$ cat src/sv/fexp_pkg.sv
// Shared types, constants and IEEE-754 single-precision arithmetic for the exp unit.
// Used by the stage modules and the top level; depends on nothing else.
package fexp_pkg;

  localparam int unsigned STAGES = 20;

  localparam logic [31:0] LOG2E   = 32'h3FB8_AA3B;
  localparam logic [31:0] LN2_HI  = 32'h3F31_7200;
  localparam logic [31:0] LN2_LO  = 32'h35BF_BE8E;
  localparam logic [31:0] HALF    = 32'h3F00_0000;
  localparam logic [31:0] QNAN    = 32'h7FC0_0000;
  localparam logic [31:0] POS_INF = 32'h7F80_0000;
  localparam logic [30:0] LIM_MAG = 31'h42B0_0000;  // |88.0|

  localparam logic [31:0] POLY [0:6] = '{
    32'h3AB6_ECC1, 32'h3C09_37D6, 32'h3D2A_AA0E, 32'h3E2A_AA02,
    32'h3F00_0000, 32'h3F80_0000, 32'h3F80_0000
  };

  // Sideband that travels with each item through the pipe
  typedef struct packed {
    logic [31:0] x;
    logic [31:0] nf;
    logic [31:0] r;
    logic [7:0]  scale;
    logic        spec;
    logic [31:0] spec_val;
  } sband_t;

  function automatic logic [5:0] clz48(input logic [47:0] m);
    logic [5:0] lz;
    lz = 6'd48;
    for (int i = 0; i < 48; i++) begin
      if (m[i]) lz = 6'(47 - i);
    end
    return lz;
  endfunction

  // Normalize and round to nearest even. Value is m * 2^(e - 174).
  function automatic logic [31:0] round_pack(input logic s, input logic signed [10:0] e,
                                             input logic [47:0] m);
    logic [5:0]         lz;
    logic signed [10:0] er;
    logic [47:0]        pn;
    logic [47:0]        sm;
    logic [5:0]         sh;
    logic               stk;
    logic               g;
    logic [24:0]        mr;
    logic [30:0]        mag;
    lz  = clz48(m);
    er  = e - $signed({5'b0, lz});
    pn  = m << lz;
    stk = 1'b0;
    sm  = pn;
    if (er < 11'sd1) begin
      if (er <= -11'sd47) sh = 6'd48;
      else sh = 6'(11'sd1 - er);
      stk = |(pn & ((48'd1 << sh) - 48'd1));
      sm  = pn >> sh;
    end
    g   = sm[23];
    stk = stk | (|sm[22:0]);
    mr  = {1'b0, sm[47:24]} + {24'b0, g & (stk | sm[24])};
    if (er < 11'sd1) mag = {6'b0, mr};
    else mag = {8'(er - 11'sd1), 23'b0} + {6'b0, mr};
    if (m == 48'd0) return {s, 31'b0};
    if (er >= 11'sd255) return {s, POS_INF[30:0]};
    return {s, mag};
  endfunction

  function automatic logic [31:0] fmul(input logic [31:0] a, input logic [31:0] b);
    logic [23:0]        ma;
    logic [23:0]        mb;
    logic [7:0]         ea;
    logic [7:0]         eb;
    logic [47:0]        p;
    logic signed [10:0] e;
    ea = (a[30:23] == 8'd0) ? 8'd1 : a[30:23];
    eb = (b[30:23] == 8'd0) ? 8'd1 : b[30:23];
    ma = {(a[30:23] != 8'd0), a[22:0]};
    mb = {(b[30:23] != 8'd0), b[22:0]};
    p  = ma * mb;
    e  = $signed({3'b0, ea}) + $signed({3'b0, eb}) - 11'sd126;
    return round_pack(a[31] ^ b[31], e, p);
  endfunction

  function automatic logic [31:0] fadd(input logic [31:0] a, input logic [31:0] b);
    logic [31:0] big;
    logic [31:0] sml;
    logic [7:0]  eg;
    logic [7:0]  es;
    logic [7:0]  d;
    logic [26:0] mg;
    logic [26:0] ms;
    logic [26:0] msh;
    logic        stk;
    logic [27:0] sum;
    logic        s;
    if (a[30:0] >= b[30:0]) begin
      big = a;
      sml = b;
    end else begin
      big = b;
      sml = a;
    end
    eg  = (big[30:23] == 8'd0) ? 8'd1 : big[30:23];
    es  = (sml[30:23] == 8'd0) ? 8'd1 : sml[30:23];
    d   = eg - es;
    mg  = {(big[30:23] != 8'd0), big[22:0], 3'b0};
    ms  = {(sml[30:23] != 8'd0), sml[22:0], 3'b0};
    if (d >= 8'd27) begin
      msh = {26'b0, |ms};
    end else begin
      stk = |(ms & ((27'd1 << d) - 27'd1));
      msh = ms >> d;
      msh[0] = msh[0] | stk;
    end
    if (big[31] == sml[31]) sum = {1'b0, mg} + {1'b0, msh};
    else sum = {1'b0, mg} - {1'b0, msh};
    s = big[31];
    if (sum == 28'd0) s = (big[31] == sml[31]) ? big[31] : 1'b0;
    return round_pack(s, $signed({3'b0, eg}) + 11'sd1, {sum, 20'b0});
  endfunction

endpackage

$ cat src/sv/fexp_mul_stage.sv
// One pipeline stage: rounded single-precision multiply into a register.
// Depends on fexp_pkg.
module fexp_mul_stage (
  input  logic        clk,
  input  logic        en,
  input  logic [31:0] a,
  input  logic [31:0] b,
  output logic [31:0] res_r
);

  logic [31:0] res_nxt;

  assign res_nxt = fexp_pkg::fmul(a, b);

  // Product register, held on stall
  always_ff @(posedge clk) begin
    if (en) res_r <= res_nxt;
  end

endmodule

$ cat config.mk
export PLATFORM = sky130hd
export DESIGN_NAME = fexp_mul_stage
export DESIGN_NICKNAME = d
export VERILOG_FILES = /design/src/sv/fexp_pkg.sv /design/src/sv/fexp_mul_stage.sv
export SDC_FILE = /design/constraint.sdc
export NUM_CORES = 2
export LEC_CHECK = 0
export BUFFER_PORTS_ARGS = -buffer_cell sky130_fd_sc_hd__buf_2
export CAP_MARGIN = 20
export CORE_MARGIN = 3
export CORE_UTILIZATION = 46
export CTS_CLUSTER_DIAMETER = 100
export DETAILED_ROUTE_END_ITERATION = 8
export GPL_ROUTABILITY_DRIVEN = 0
export RECOVER_POWER = 25
export SLEW_MARGIN = 20
export SYNTH_ARGS = -nofsm -noshare
export SYNTH_HDL_FRONTEND = slang
export SYNTH_SLANG_ARGS = --single-unit
$ cat constraint.sdc
create_clock -name clk -period 55.8 [get_ports clk]
set_input_delay 11.16 -clock clk [delete_from_list [all_inputs] [get_ports clk]]
set_output_delay 11.16 -clock clk [all_outputs]
set_load 0.005 [all_outputs]
==> out/qor.yml <==
status: "finished with violations"
violations: "max-capacitance violations, max-slew violations"
cpPeakStageDelay_ns: 0.74
cpMaxStageDelayCell: "a31o_2"
syn_avg_cell_area_um2: 7.77
rows: 96
hp-class: "input port to flop"
synth-seq-area-share_pct: 2.96
area_growth_pct: 3.09
cts_sinks: 32
synth_edf_count: 32
synthCells: 4174
nNetsFinal: 4809
regMostFlops: "res_r"
post_cts_buffers: 0
drc_errors: 0
drive_gt1_share_pct: 6.68
grt_pass1_wl_um: 178000
setup_viol: 0
crit_path_max_fanout: 55
reg_top3: "res_r x32"
pin_count: 98
port_buffers: 97
hold_violations: 0
whs_endpoint: "res_r[31]"
die_y_um: 271
clock-root-buffer: "clkbuf_16"
clk_pin_slew_ns: 0.06
synthArstFlopShare_pct: 0
cts_hold_repair.buffers: 0
track_usage_pct: 29.7
numCtsBuffers: 5
max-cap-violations: 1
hold_depth: 2
fin_cells: 4987
cts_resized: 0
ant_nets: 0
worstPathArrival_ns: 29.00
die_area_mm2: 0.0737
yosysUniqueCellTypes: 121
syn_area_mm2: 0.0324
largest_register_ffs: 32
dp_hpwl_um: 86500
antenna_cells: 0
path_delay_family: "adder cells"
path_class: "input port to flop"
vias: 31245
grt_pass1_vias: 31380
grt.overflow.total: 0
holdCritStartpoint: "a[31]"
syn-num-nets: 4928
period_needed_ns: 28.97
clk_path_buf_depth: 2
drtIter0Drc: 3715
htree_levels: 2
setup_tns_ns: 0
tritoncts: "done"
die_x_um: 271
grt_max_degree: 71
relSlewSlack_pct: -12.5
endpoint_kind: "flop"
dp.cells: 4979
core-area_mm2: 0.0692
fin_crit_sh_pct: 51.9
ys_ff_latch: 32
wirelength_um: 110000
timing.fmax_mhz: 34.5
worst_pin_slew_ns: 1.69
first_pass_iters: 9
nFillCells: 7041
routedWlPerCell_um: 22.1
viasPerCell: 6.27
cp.required_ns: 55.83
cp_num_buf_inv: 9
ys.flop_type: "edfxtp_1"
cpMostUsedCell: "fa_1"
start_kind: "input port"
yosysWarnings: 0
start_util_pct: 46.9
antenna_found_initial: 0
drv_slew: 33
rsz0062_at_grt: "no"
## cells in the mapped netlist, types with 85 or more instances
cell / number / area [um^2]
a21oi_1: 185 / 926
ha_1: 204 / 2550
o21ai_0: 160 / 801
and2_1: 427 / 2670
inv_1: 588 / 2210
fa_1: 484 / 9690
clkbuf_1: 182 / 683
nor2_1: 201 / 754
nor3_1: 90 / 450
nand3_1: 141 / 706
nand2_1: 419 / 1570
o211ai_1: 85 / 638
## cell families (layout without fill, tap and decap cells)
kind of cell	count (synthesis)	in the layout	share of synthesized area [%]
AND/OR/NAND/NOR	1513	1513	24.1
AO/OA/AOI/OAI	946	946	20.6
buffers and inverters	853	735	10.4
adder cells (fa/ha/maj)	688	688	37.8
XOR/XNOR	72	72	2.01
multiplexers	70	70	2.23
flip-flops	32	32	2.96
## stage by stage
stage,instance area (um^2),utilization [%],worst slack [ns],hold WS (ns)
after floorplan,32400,-,30.39,11.27
final,33400,48.3,26.83,11.21
after CTS,33400,48.3,27.11,11.21
after detailed placement,33300,48.1,26.89,11.50
after global placement,33300,48.1,27.13,11.50
after global routing,33400,48.3,25.45,11.21
## area by class of cell
type / instances / area (um^2) / share of cell area [%]
well taps: 931 / 1160 / 3.48
flip-flops and latches: 32 / 961 / 2.87
clock inverters: 3 / 42.5 / 0.127
multi-input cells: 3289 / 28100 / 84.2
repair buffers: 134 / 762 / 2.28
clock buffers: 5 / 125 / 0.374
inverters: 593 / 2230 / 6.66
## placed cells by master (no fill, tap or decap), types with 53 or more instances in the layout
| cell | count |
|---|---|
| inv_1 | 588 |
| fa_1 | 484 |
| and2_1 | 427 |
| nand2_1 | 419 |
| ha_1 | 204 |
| nor2_1 | 200 |
| a21oi_1 | 185 |
| o21ai_0 | 159 |
| nand3_1 | 141 |
| buf_2 | 96 |
| nor3_1 | 90 |
| o211ai_1 | 85 |
| mux2i_1 | 53 |
## layer usage
layer,up-vias,GRT usage (%),routed length [um]
met5,-,0,0
met4,0,8.49,4000
met3,349,4.65,10300
met2,1694,47.7,49200
met1,15235,41.5,46700
li1,13967,-,-
## how the worst max path moves through the flow
stage               startpoint         to  cells after the start
finish                   b[26]  res_r[27]                     56
global route             b[30]  res_r[27]                     57
CTS                      b[26]  res_r[30]                     58
detailed placement       b[26]  res_r[30]                     58
global placement         b[26]  res_r[27]                     56
floorplan                a[30]  res_r[30]                     66
Power is left out: the tool's default activity adds up to more than one toggle a clock period on the data nets, which glitch-free logic cannot reach.
